`src/spl_pkg.sv`:
```
// Shared types, codes and constants for the seeded permutation lookup.
package spl_pkg;

  localparam int unsigned MAX_ITEMS = 1024;
  localparam int unsigned IDX_W     = $clog2(MAX_ITEMS);
  localparam int unsigned CNT_W     = IDX_W + 1;

  // Twister geometry and constants
  localparam logic [9:0]  TW_N      = 10'd624;
  localparam logic [9:0]  TW_M      = 10'd397;
  localparam logic [9:0]  TW_NM     = 10'd227;
  localparam logic [31:0] TW_MULT   = 32'd1812433253;
  localparam logic [31:0] TW_MATRIX = 32'h9908B0DF;

  // Configuration register indexes
  localparam logic CFG_SEED  = 1'b0;
  localparam logic CFG_COUNT = 1'b1;

  // Datapath operation codes, one per cycle
  localparam int unsigned OP_W = 5;
  localparam logic [OP_W-1:0] OP_NONE       = 5'd0;
  localparam logic [OP_W-1:0] OP_LATCH      = 5'd1;
  localparam logic [OP_W-1:0] OP_SEED_INIT  = 5'd2;
  localparam logic [OP_W-1:0] OP_SEED_MUL   = 5'd3;
  localparam logic [OP_W-1:0] OP_SEED_ADD   = 5'd4;
  localparam logic [OP_W-1:0] OP_POOL_INIT  = 5'd5;
  localparam logic [OP_W-1:0] OP_DRAW       = 5'd6;
  localparam logic [OP_W-1:0] OP_RG_A       = 5'd7;
  localparam logic [OP_W-1:0] OP_RG_B       = 5'd8;
  localparam logic [OP_W-1:0] OP_RG_C       = 5'd9;
  localparam logic [OP_W-1:0] OP_RG_D       = 5'd10;
  localparam logic [OP_W-1:0] OP_TW_RD      = 5'd11;
  localparam logic [OP_W-1:0] OP_TW_TEMP    = 5'd12;
  localparam logic [OP_W-1:0] OP_SWAP_RD    = 5'd13;
  localparam logic [OP_W-1:0] OP_SWAP_RD2   = 5'd14;
  localparam logic [OP_W-1:0] OP_SWAP_WR    = 5'd15;
  localparam logic [OP_W-1:0] OP_BUILD_DONE = 5'd16;
  localparam logic [OP_W-1:0] OP_FWD_DIV    = 5'd17;
  localparam logic [OP_W-1:0] OP_PERM_RD    = 5'd18;
  localparam logic [OP_W-1:0] OP_INV_RD     = 5'd19;
  localparam logic [OP_W-1:0] OP_RES_ZERO   = 5'd20;
  localparam logic [OP_W-1:0] OP_RES_QLOW   = 5'd21;
  localparam logic [OP_W-1:0] OP_RES_REM    = 5'd22;
  localparam logic [OP_W-1:0] OP_RES_PERM   = 5'd23;
  localparam logic [OP_W-1:0] OP_RES_INV    = 5'd24;
  localparam logic [OP_W-1:0] OP_OUT        = 5'd25;

  typedef struct packed {
    logic [OP_W-1:0] op;
  } cmd_t;

  typedef struct packed {
    logic req_inv;
    logic identity;
    logic n_zero;
    logic q_lt_n;
    logic need_build;
    logic idx_last;
    logic pool_last;
    logic ptr_full;
    logic left_one;
    logic div_done;
  } sts_t;

endpackage

```
`src/spl_ctrl.sv`:
```
// Controller: sequences the build, the lookups and the output handshake.
module spl_ctrl (
  input  logic           clk,
  input  logic           rst_n,
  input  logic           in_valid,
  output logic           in_ready,
  output logic           out_valid,
  input  logic           out_ready,
  input  spl_pkg::sts_t  sts,
  output spl_pkg::cmd_t  cmd
);
  import spl_pkg::*;

  localparam logic [4:0] S_IDLE     = 5'd0;
  localparam logic [4:0] S_DECIDE   = 5'd1;
  localparam logic [4:0] S_SEED_MUL = 5'd2;
  localparam logic [4:0] S_SEED_ADD = 5'd3;
  localparam logic [4:0] S_POOL     = 5'd4;
  localparam logic [4:0] S_DRAW     = 5'd5;
  localparam logic [4:0] S_RG_A     = 5'd6;
  localparam logic [4:0] S_RG_B     = 5'd7;
  localparam logic [4:0] S_RG_C     = 5'd8;
  localparam logic [4:0] S_RG_D     = 5'd9;
  localparam logic [4:0] S_TW_RD    = 5'd10;
  localparam logic [4:0] S_TW_TEMP  = 5'd11;
  localparam logic [4:0] S_DRAW_DIV = 5'd12;
  localparam logic [4:0] S_SWAP_RD  = 5'd13;
  localparam logic [4:0] S_SWAP_RD2 = 5'd14;
  localparam logic [4:0] S_SWAP_WR  = 5'd15;
  localparam logic [4:0] S_BDONE    = 5'd16;
  localparam logic [4:0] S_QUERY    = 5'd17;
  localparam logic [4:0] S_FDIV     = 5'd18;
  localparam logic [4:0] S_PERM_RES = 5'd19;
  localparam logic [4:0] S_INV_RES  = 5'd20;
  localparam logic [4:0] S_DONE     = 5'd21;

  logic [4:0] state_r, state_nxt;
  logic       out_valid_r, out_valid_nxt;

  // Next state and datapath operation
  always_comb begin
    state_nxt     = state_r;
    out_valid_nxt = out_valid_r && !out_ready;
    cmd.op        = OP_NONE;
    case (state_r)
      S_IDLE: begin
        if (in_valid) begin
          cmd.op    = OP_LATCH;
          state_nxt = S_DECIDE;
        end
      end
      S_DECIDE: begin
        if (!sts.req_inv) begin
          if (sts.n_zero) begin
            cmd.op = OP_RES_ZERO;  state_nxt = S_DONE;
          end else if (sts.identity) begin
            cmd.op = OP_FWD_DIV;   state_nxt = S_FDIV;
          end else if (sts.need_build) begin
            cmd.op = OP_SEED_INIT; state_nxt = S_SEED_MUL;
          end else begin
            state_nxt = S_QUERY;
          end
        end else begin
          if (sts.identity) begin
            cmd.op = OP_RES_QLOW;  state_nxt = S_DONE;
          end else if (!sts.q_lt_n) begin
            cmd.op = OP_RES_ZERO;  state_nxt = S_DONE;
          end else if (sts.need_build) begin
            cmd.op = OP_SEED_INIT; state_nxt = S_SEED_MUL;
          end else begin
            state_nxt = S_QUERY;
          end
        end
      end
      S_SEED_MUL: begin
        cmd.op = OP_SEED_MUL; state_nxt = S_SEED_ADD;
      end
      S_SEED_ADD: begin
        cmd.op    = OP_SEED_ADD;
        state_nxt = sts.idx_last ? S_POOL : S_SEED_MUL;
      end
      S_POOL: begin
        cmd.op = OP_POOL_INIT;
        if (sts.pool_last) state_nxt = S_DRAW;
      end
      S_DRAW: begin
        cmd.op    = OP_DRAW;
        state_nxt = sts.ptr_full ? S_RG_A : S_TW_RD;
      end
      S_RG_A: begin
        cmd.op = OP_RG_A; state_nxt = S_RG_B;
      end
      S_RG_B: begin
        cmd.op = OP_RG_B; state_nxt = S_RG_C;
      end
      S_RG_C: begin
        cmd.op = OP_RG_C; state_nxt = S_RG_D;
      end
      S_RG_D: begin
        cmd.op    = OP_RG_D;
        state_nxt = sts.idx_last ? S_TW_RD : S_RG_A;
      end
      S_TW_RD: begin
        cmd.op = OP_TW_RD; state_nxt = S_TW_TEMP;
      end
      S_TW_TEMP: begin
        cmd.op = OP_TW_TEMP; state_nxt = S_DRAW_DIV;
      end
      S_DRAW_DIV: begin
        if (sts.div_done) state_nxt = S_SWAP_RD;
      end
      S_SWAP_RD: begin
        cmd.op = OP_SWAP_RD; state_nxt = S_SWAP_RD2;
      end
      S_SWAP_RD2: begin
        cmd.op = OP_SWAP_RD2; state_nxt = S_SWAP_WR;
      end
      S_SWAP_WR: begin
        cmd.op    = OP_SWAP_WR;
        state_nxt = sts.left_one ? S_BDONE : S_DRAW;
      end
      S_BDONE: begin
        cmd.op = OP_BUILD_DONE; state_nxt = S_QUERY;
      end
      S_QUERY: begin
        if (sts.req_inv) begin
          cmd.op = OP_INV_RD;  state_nxt = S_INV_RES;
        end else begin
          cmd.op = OP_FWD_DIV; state_nxt = S_FDIV;
        end
      end
      S_FDIV: begin
        if (sts.div_done) begin
          if (sts.identity) begin
            cmd.op = OP_RES_REM; state_nxt = S_DONE;
          end else begin
            cmd.op = OP_PERM_RD; state_nxt = S_PERM_RES;
          end
        end
      end
      S_PERM_RES: begin
        cmd.op = OP_RES_PERM; state_nxt = S_DONE;
      end
      S_INV_RES: begin
        cmd.op = OP_RES_INV; state_nxt = S_DONE;
      end
      S_DONE: begin
        // Hold the result until the output register frees up
        if (!out_valid_r || out_ready) begin
          cmd.op        = OP_OUT;
          out_valid_nxt = 1'b1;
          state_nxt     = S_IDLE;
        end
      end
      default: state_nxt = S_IDLE;
    endcase
  end

  always_ff @(posedge clk) begin
    if (!rst_n) begin
      state_r     <= S_IDLE;
      out_valid_r <= 1'b0;
    end else begin
      state_r     <= state_nxt;
      out_valid_r <= out_valid_nxt;
    end
  end

  assign in_ready  = (state_r == S_IDLE);
  assign out_valid = out_valid_r;

`ifndef SYNTHESIS
  a_build_not_identity: assert property (@(posedge clk) disable iff (!rst_n)
    (state_r == S_SEED_MUL) |-> !sts.identity)
    else $error("table build started under identity seed");
  a_build_clears_need: assert property (@(posedge clk) disable iff (!rst_n)
    (state_r == S_BDONE) |=> !sts.need_build)
    else $error("table still stale after build");
  a_draw_has_word: assert property (@(posedge clk) disable iff (!rst_n)
    (state_r == S_TW_TEMP) |-> !sts.ptr_full)
    else $error("twister word taken past end of block");
  a_out_from_done: assert property (@(posedge clk) disable iff (!rst_n)
    $rose(out_valid_r) |-> $past(state_r == S_DONE))
    else $error("output raised outside completion state");
`endif

endmodule

```
`config.mk`:
```
export PLATFORM = sky130hd
export DESIGN_NAME = spl_ctrl
export DESIGN_NICKNAME = d
export VERILOG_FILES = /design/src/spl_pkg.sv /design/src/spl_ctrl.sv
export SDC_FILE = /design/constraint.sdc
export NUM_CORES = 1
export LEC_CHECK = 0
export BUFFER_PORTS_ARGS = -buffer_cell sky130_fd_sc_hd__buf_2
export CAP_MARGIN = 5
export CORE_ASPECT_RATIO = 0.8
export CORE_MARGIN = 10
export CORE_UTILIZATION = 45
export CTS_CLUSTER_DIAMETER = 30
export DETAILED_ROUTE_END_ITERATION = 6
export MAX_ROUTING_LAYER = met4
export PLACE_DENSITY_LB_ADDON = 0.12
export SLEW_MARGIN = 20
export SYNTH_ARGS = -nofsm -noshare
export SYNTH_HDL_FRONTEND = slang
export SYNTH_SLANG_ARGS = --single-unit
```
`constraint.sdc`:
```
create_clock -name clk -period 1.6 [get_ports clk]
set_input_delay 0.16 -clock clk [delete_from_list [all_inputs] [get_ports clk]]
set_output_delay 0.16 -clock clk [all_outputs]
set_load 0.01 [all_outputs]
```
==> results of run 1 <==
layout by cell type, fill, tap and decap left out, drive strengths merged, types with 5 or more instances in the layout:
cell / netlist / final
nor2b: 7 / 7
o21ai: 9 / 9
inv: 5 / 5
nand2: 10 / 10
nand3: 5 / 5
nor2: 12 / 12
buf: 12 / 61
dfxtp: 6 / 6
a21oi: 16 / 16
nand2b: 6 / 6
Yosys cell counts, types with 4 or more instances:
| library cell | n | area, um2 |
|---|---|---|
| a21oi_1 | 16 | 80.1 |
| nor2_1 | 12 | 45.0 |
| nand2_1 | 10 | 37.5 |
| buf_2 | 7 | 35.0 |
| nor2b_1 | 7 | 43.8 |
| dfxtp_1 | 6 | 120 |
| nand2b_1 | 6 | 37.5 |
| inv_1 | 5 | 18.8 |
| nand3_1 | 5 | 25.0 |
| o21ai_0 | 5 | 25.0 |
| buf_6 | 4 | 45.0 |
| o21ai_1 | 4 | 20.0 |
registers in the layout, indices dropped and copies added (netlist names):
signal	count
state_r	5
out_valid	1
cells by family (layout without fill, tap and decap cells):
family,Yosys count,count (layout)
flip-flops,6,6
AND/OR/NAND/NOR,61,61
buffers and inverters,17,69
multiplexers,1,1
XOR/XNOR,1,1
AO/OA/AOI/OAI,54,54
worst max path at each step:
stage	startpoint	to	slack, ps	cells after the start
2_1_floorplan	state_r[0]	cmd[1]	60	5
3_3_place_gp	state_r[3]	state_r[1]	-10	5
3_5_place_dp	state_r[1]	cmd[1]	-40	6
4_1_cts	state_r[2]	cmd[1]	-70	5
5_1_grt	state_r[3]	cmd[2]	-160	6
6_report	state_r[3]	cmd[2]	-120	6
final cells by class:
type | count | area (um2)
Tap cell | 24 | 30.0
Sequential cell | 6 | 139
Clock buffer | 3 | 22.5
Timing Repair Buffer | 61 | 442
Inverter | 5 | 18.8
Fill cell | 143 | 429
Multi-Input combinational cell | 117 | 863
worst max-delay path, delay by kind of cell (launching register included):
kind	cells	cell delay, ps
compound gates	3	420
buf+inv	1	150
flops	1	380
simple gates	2	340
power breakdown:
part | total (mW) | switching, mW | leakage, nW | internal, mW
registers | 0.387 | 0.155 | 0.0525 | 0.232
logic | 2.44 | 1.28 | 0.564 | 1.16
clock network | 0.155 | 0.0687 | 0.0138 | 0.0858
total | 2.99 | 1.50 | 0.630 | 1.48
metrics by stage:
stage / setup slack [ps] / setup TNS (ps) / hold WS, ps
after floorplan: 61.8 / 0 / 322
after global placement: -11.6 / -11.6 / 456
after detailed placement: -35.5 / -35.5 / 460
after CTS: -66.6 / -114 / 194
after global routing: -158 / -683 / 196
final: -122 / -384 / 186
metal layers:
metal | part of all wire | wire length (um) | vias up | GRT usage
met1 | 0.39 | 1750 | 665 | 0.196
met5 | 0 | 0 | - | -
met4 | 0.033 | 149 | 0 | 0.0138
li1 | - | - | 639 | -
met2 | 0.45 | 2010 | 127 | 0.251
met3 | 0.12 | 542 | 26 | 0.0359
what timing repair did:
item	in CTS	in global routing
endpoints found under the setup margin	6	9
setup buffers	5	12
hold buffers	0	0
gates resized for setup	23	35
pin swaps	3	15
==> impl_metrics.env, run 1 <==
export IMPL_clkSinkCount=6
export IMPL_finClkSkew_ps=1.28
export IMPL_period_share=1.08
export IMPL_drtAntennaViolNets=0
export IMPL_r2r_cells=7
export IMPL_crit_path_start_kind="flop"
export IMPL_synth_nets=154
export IMPL_worst_pin_slew_ps=496
export IMPL_clock_latency_ps=260
export IMPL_synth_seq_cells=6
export IMPL_violations="setup timing"
export IMPL_dp_cells=198
export IMPL_drtIter0Drc=177
export IMPL_yosysWarnings=0
export IMPL_setup_violations=5
export IMPL_netlist_area_um2=945
export IMPL_crit_chain="nor2_2, o211ai_1, nand2_1, a31oi_1, o22ai_1, buf_2"
export IMPL_max_cap_violations=0
export IMPL_nets=208
export IMPL_min_from="rst_n"
export IMPL_utilization=0.779
export IMPL_path_class="reg2out"
export IMPL_fmax_mhz=581
export IMPL_yosys_area_share_simple=0.367
export IMPL_relSlewSlack=0.665
export IMPL_core_rowCount=14
export IMPL_drt_total_wl_mm=4.46
export IMPL_yosysUniqueCellTypes=44
export IMPL_min_delay_worst_endpoint="state_r[3]"
export IMPL_globalplace_congestion=0.932
export IMPL_r2r_end="state_r[1]"
export IMPL_drv_slew=0
export IMPL_irDropWorstVdd_v=0.00118
export IMPL_post_drt_wl_per_cell_um=20.7
export IMPL_drcViolationCount=0
export IMPL_vias=1457
export IMPL_cts_reportedPaths_clkPinSlew_ps=50
export IMPL_min_period_ps=1720
export IMPL_vias_per_cell=6.75
export IMPL_worstPathArrival_ps=1560
export IMPL_syn_area_per_cell_um2=6.75
export IMPL_grt_first_pass_wirelength_mm=5.40
export IMPL_yosysSeqAreaShare=0.127
export IMPL_hold_violations=0
export IMPL_status="finished, violations left"
export IMPL_hp_class="in2reg"
export IMPL_dp_hpwl_mm=2.61
export IMPL_antenna_found_initial=0
export IMPL_crit_path_top_delay_cell="dfxtp_4"
export IMPL_cts_tree="built"
export IMPL_first_pass_iters=7
export IMPL_die_area_um2=4340
export IMPL_synth_top_family_by_area="compound AO/OA/AOI/OAI gates"
export IMPL_end_kind="output port"
export IMPL_p_per_area_nw_per_um2=1970
export IMPL_start_util=0.486
export IMPL_core_area_um2=1940
export IMPL_antenna_cells=0
export IMPL_grt_pass1_vias=1150
export IMPL_hold_depth=3
export IMPL_stdcell_area_um2=1520
export IMPL_ff2ff_setup_slack_ps=-60
export IMPL_critical_path_max_fanout=7
export IMPL_rsz0062_at_grt="yes"
export IMPL_area_growth_pct=60.4
export IMPL_cp_required_ps=1440
export IMPL_r2r_start="state_r[4]"
export IMPL_synthAdderAreaFrac=0
export IMPL_io_pins=21
export IMPL_htreeDepth=1
export IMPL_cts_buffers=3
export IMPL_die_x_um=71.2
export IMPL_grt_usage=0.154
export IMPL_die_y_um=61.0
export IMPL_syn_inst=140
export IMPL_ys_flop_type="dfxtp_1"
export IMPL_cts_root_buf="clkbuf_4"
export IMPL_overflow=0
export IMPL_io_buffers=20
export IMPL_post_route_worst_setup_slack_ps=-122
export IMPL_synth_compound_area_frac=0.374
export IMPL_dpl_instance_area_um2=1180
export IMPL_async_flop_share=0
export IMPL_cts_path_max_buffers=2
export IMPL_synth_mux_area_frac=0.0106
export IMPL_synth_edf_count=0
export IMPL_layout_cells_non_filler=216
export IMPL_grt_max_degree=14
export IMPL_p_leak_nw=0.630
export IMPL_drive_gt1_frac=0.500
export IMPL_critPathMaxStageDelay_ps=380
export IMPL_synthXorXnorAreaFrac=0.00927
export IMPL_p_total_mw=2.99
Note: power is estimated with default switching activity, not from simulation.
==> run 2, diff against run 1 <==
- ABC_CLOCK_PERIOD_IN_PS: not set -> 2000
- clock period: 1.6 -> 2 ns (I/O delays scaled with it)
==> impl_metrics.env, run 2 (synthesis results as in run 1) <==
export IMPL_final_common_cell="buf_2"
export IMPL_area_growth_pct=17.4
export IMPL_fmax_mhz=538
export IMPL_clkSinkCount=6
export IMPL_end_kind="output port"
export IMPL_setup_violations=0
export IMPL_p_per_area_nw_per_um2=1520
export IMPL_hold_violations=0
export IMPL_dp_hpwl_mm=2.49
export IMPL_status="complete, no violations"
export IMPL_die_x_um=71.2
export IMPL_setup_tns_ps=0
export IMPL_drive_gt1_frac=0.258
export IMPL_regMostFlops="state_r"
export IMPL_post_drt_wl_per_cell_um=17.4
export IMPL_cts_path_max_buffers=2
export IMPL_die_y_um=61.0
export IMPL_preCtsSetupSlack_ps=213
export IMPL_irDropWorstVdd_v=0.000817
export IMPL_critical_path_max_fanout=15
export IMPL_swShare=0.521
export IMPL_max_cap_violations=0
export IMPL_drv_slew=0
export IMPL_largest_reg_flops=5
export IMPL_grt_first_pass_wirelength_mm=5.15
export IMPL_vias=1187
export IMPL_worst_pin_slew_ps=425
export IMPL_p_leak_nw=0.434
export IMPL_p_int_uw=809
export IMPL_p_switching_uw=879
export IMPL_worstPathArrival_ps=1660
export IMPL_drcViolationCount=0
export IMPL_period_share=0.930
export IMPL_hp_class="in2reg"
export IMPL_fill_cells=197
export IMPL_path_class="reg2out"
export IMPL_core_rowCount=14
export IMPL_min_period_ps=1860
export IMPL_io_buffers=20
export IMPL_postCtsSetupBuffers=0
export IMPL_final_cell_mix="buf_2, a21oi_1, nor2_1, buf_4, nand2_1"
export IMPL_grt_usage=0.147
export IMPL_first_pass_iters=4
export IMPL_die_area_um2=4340
export IMPL_drtIter0Drc=140
export IMPL_finClkSkew_ps=1.81
export IMPL_cts_reportedPaths_clkPinSlew_ps=50
export IMPL_clock_latency_ps=240
export IMPL_core_area_um2=1940
export IMPL_power_frac_seq=0.193
export IMPL_nets=179
export IMPL_antenna_found_initial=0
export IMPL_combPwrFrac=0.741
export IMPL_htreeDepth=1
export IMPL_io_pins=21
export IMPL_post_route_worst_setup_slack_ps=140
export IMPL_grt_pass1_vias=1073
export IMPL_rsz0062_at_grt="no"
export IMPL_crit_path_start_kind="flop"
export IMPL_power_share_clock=0.066
export IMPL_cts_tree="built"
export IMPL_cts_buffers=3
export IMPL_overflow=0
export IMPL_vias_per_cell=6.35
export IMPL_cts_hold_buf=0
export IMPL_relSlewSlack=0.713
export IMPL_grt_max_degree=18
export IMPL_cp_required_ps=1800
export IMPL_drtAntennaViolNets=0
export IMPL_cts_root_buf="clkbuf_4"
export IMPL_drt_total_wl_mm=3.25
export IMPL_globalplace_congestion=0.953
export IMPL_p_total_mw=1.69
export IMPL_start_util=0.486
export IMPL_antenna_cells=0
[run 2: layout make-up]
cell class | instances | area [um2] | share of cell area
Clock buffer | 3 | 22.5 | 0.0203
Sequential cell | 6 | 126 | 0.114
Multi-Input combinational cell | 117 | 721 | 0.650
Inverter | 5 | 18.8 | 0.0169
Timing Repair Buffer | 32 | 190 | 0.172
Tap cell | 24 | 30.0 | 0.0271
[run 2: power groups by stage]
stage	clock (mW)	sequential (mW)	combinational (mW)
3_5_place_dp	0	0.307	1.23
6_report	0.112	0.325	1.25
4_1_cts	0.115	0.304	1.24
2_1_floorplan	0	0.187	0.983
3_3_place_gp	0	0.303	1.22
5_1_grt	0.124	0.338	1.36
[run 2: critical path: stages, from the launching register on]
cell and delay, ps:
dfxtp_2 410, or2_4 300, a2111oi_0 370, a21oi_1 80
o41ai_1 70, buf_2 180
[run 2: path summary, 6_finish.rpt]
kind | slack [ps] | depth (start not counted) | from | end
setup / recovery | 140 | 5 | state_r[2] | cmd[1]
hold / removal | 230 | 3 | rst_n | state_r[3]
setup reg to reg | 380 | 6 | state_r[1] | state_r[2]
hold reg to reg | 510 | 2 | out_valid | out_valid
[run 2: what timing repair did]
item,CTS,global route
hold endpoints to repair,0,0
endpoints found under the setup margin,1,4
resized for setup,1,5
[run 2: metal layers]
layer | part of all wire | track usage | vias to the layer above
li1 | - | - | 580
met1 | 0.46 | 0.190 | 538
met2 | 0.44 | 0.232 | 67
met3 | 0.092 | 0.0326 | 2
met4 | 0.0012 | 0.0220 | 0
met5 | 0 | - | -
[run 2: metrics by stage]
| stage | instance area [um2] | hold slack [ps] | utilization | std cells |
|---|---|---|---|---|
| 3_5_place_dp | 1080 | 491 | 0.554 | 184 |
| 3_3_place_gp | 1080 | 490 | 0.554 | 184 |
| 4_1_cts | 1100 | 237 | 0.566 | 187 |
| 5_1_grt | 1110 | 267 | 0.570 | 187 |
| 2_1_floorplan | 945 | 362 | - | 140 |
| 6_report | 1110 | 232 | 0.570 | 187 |
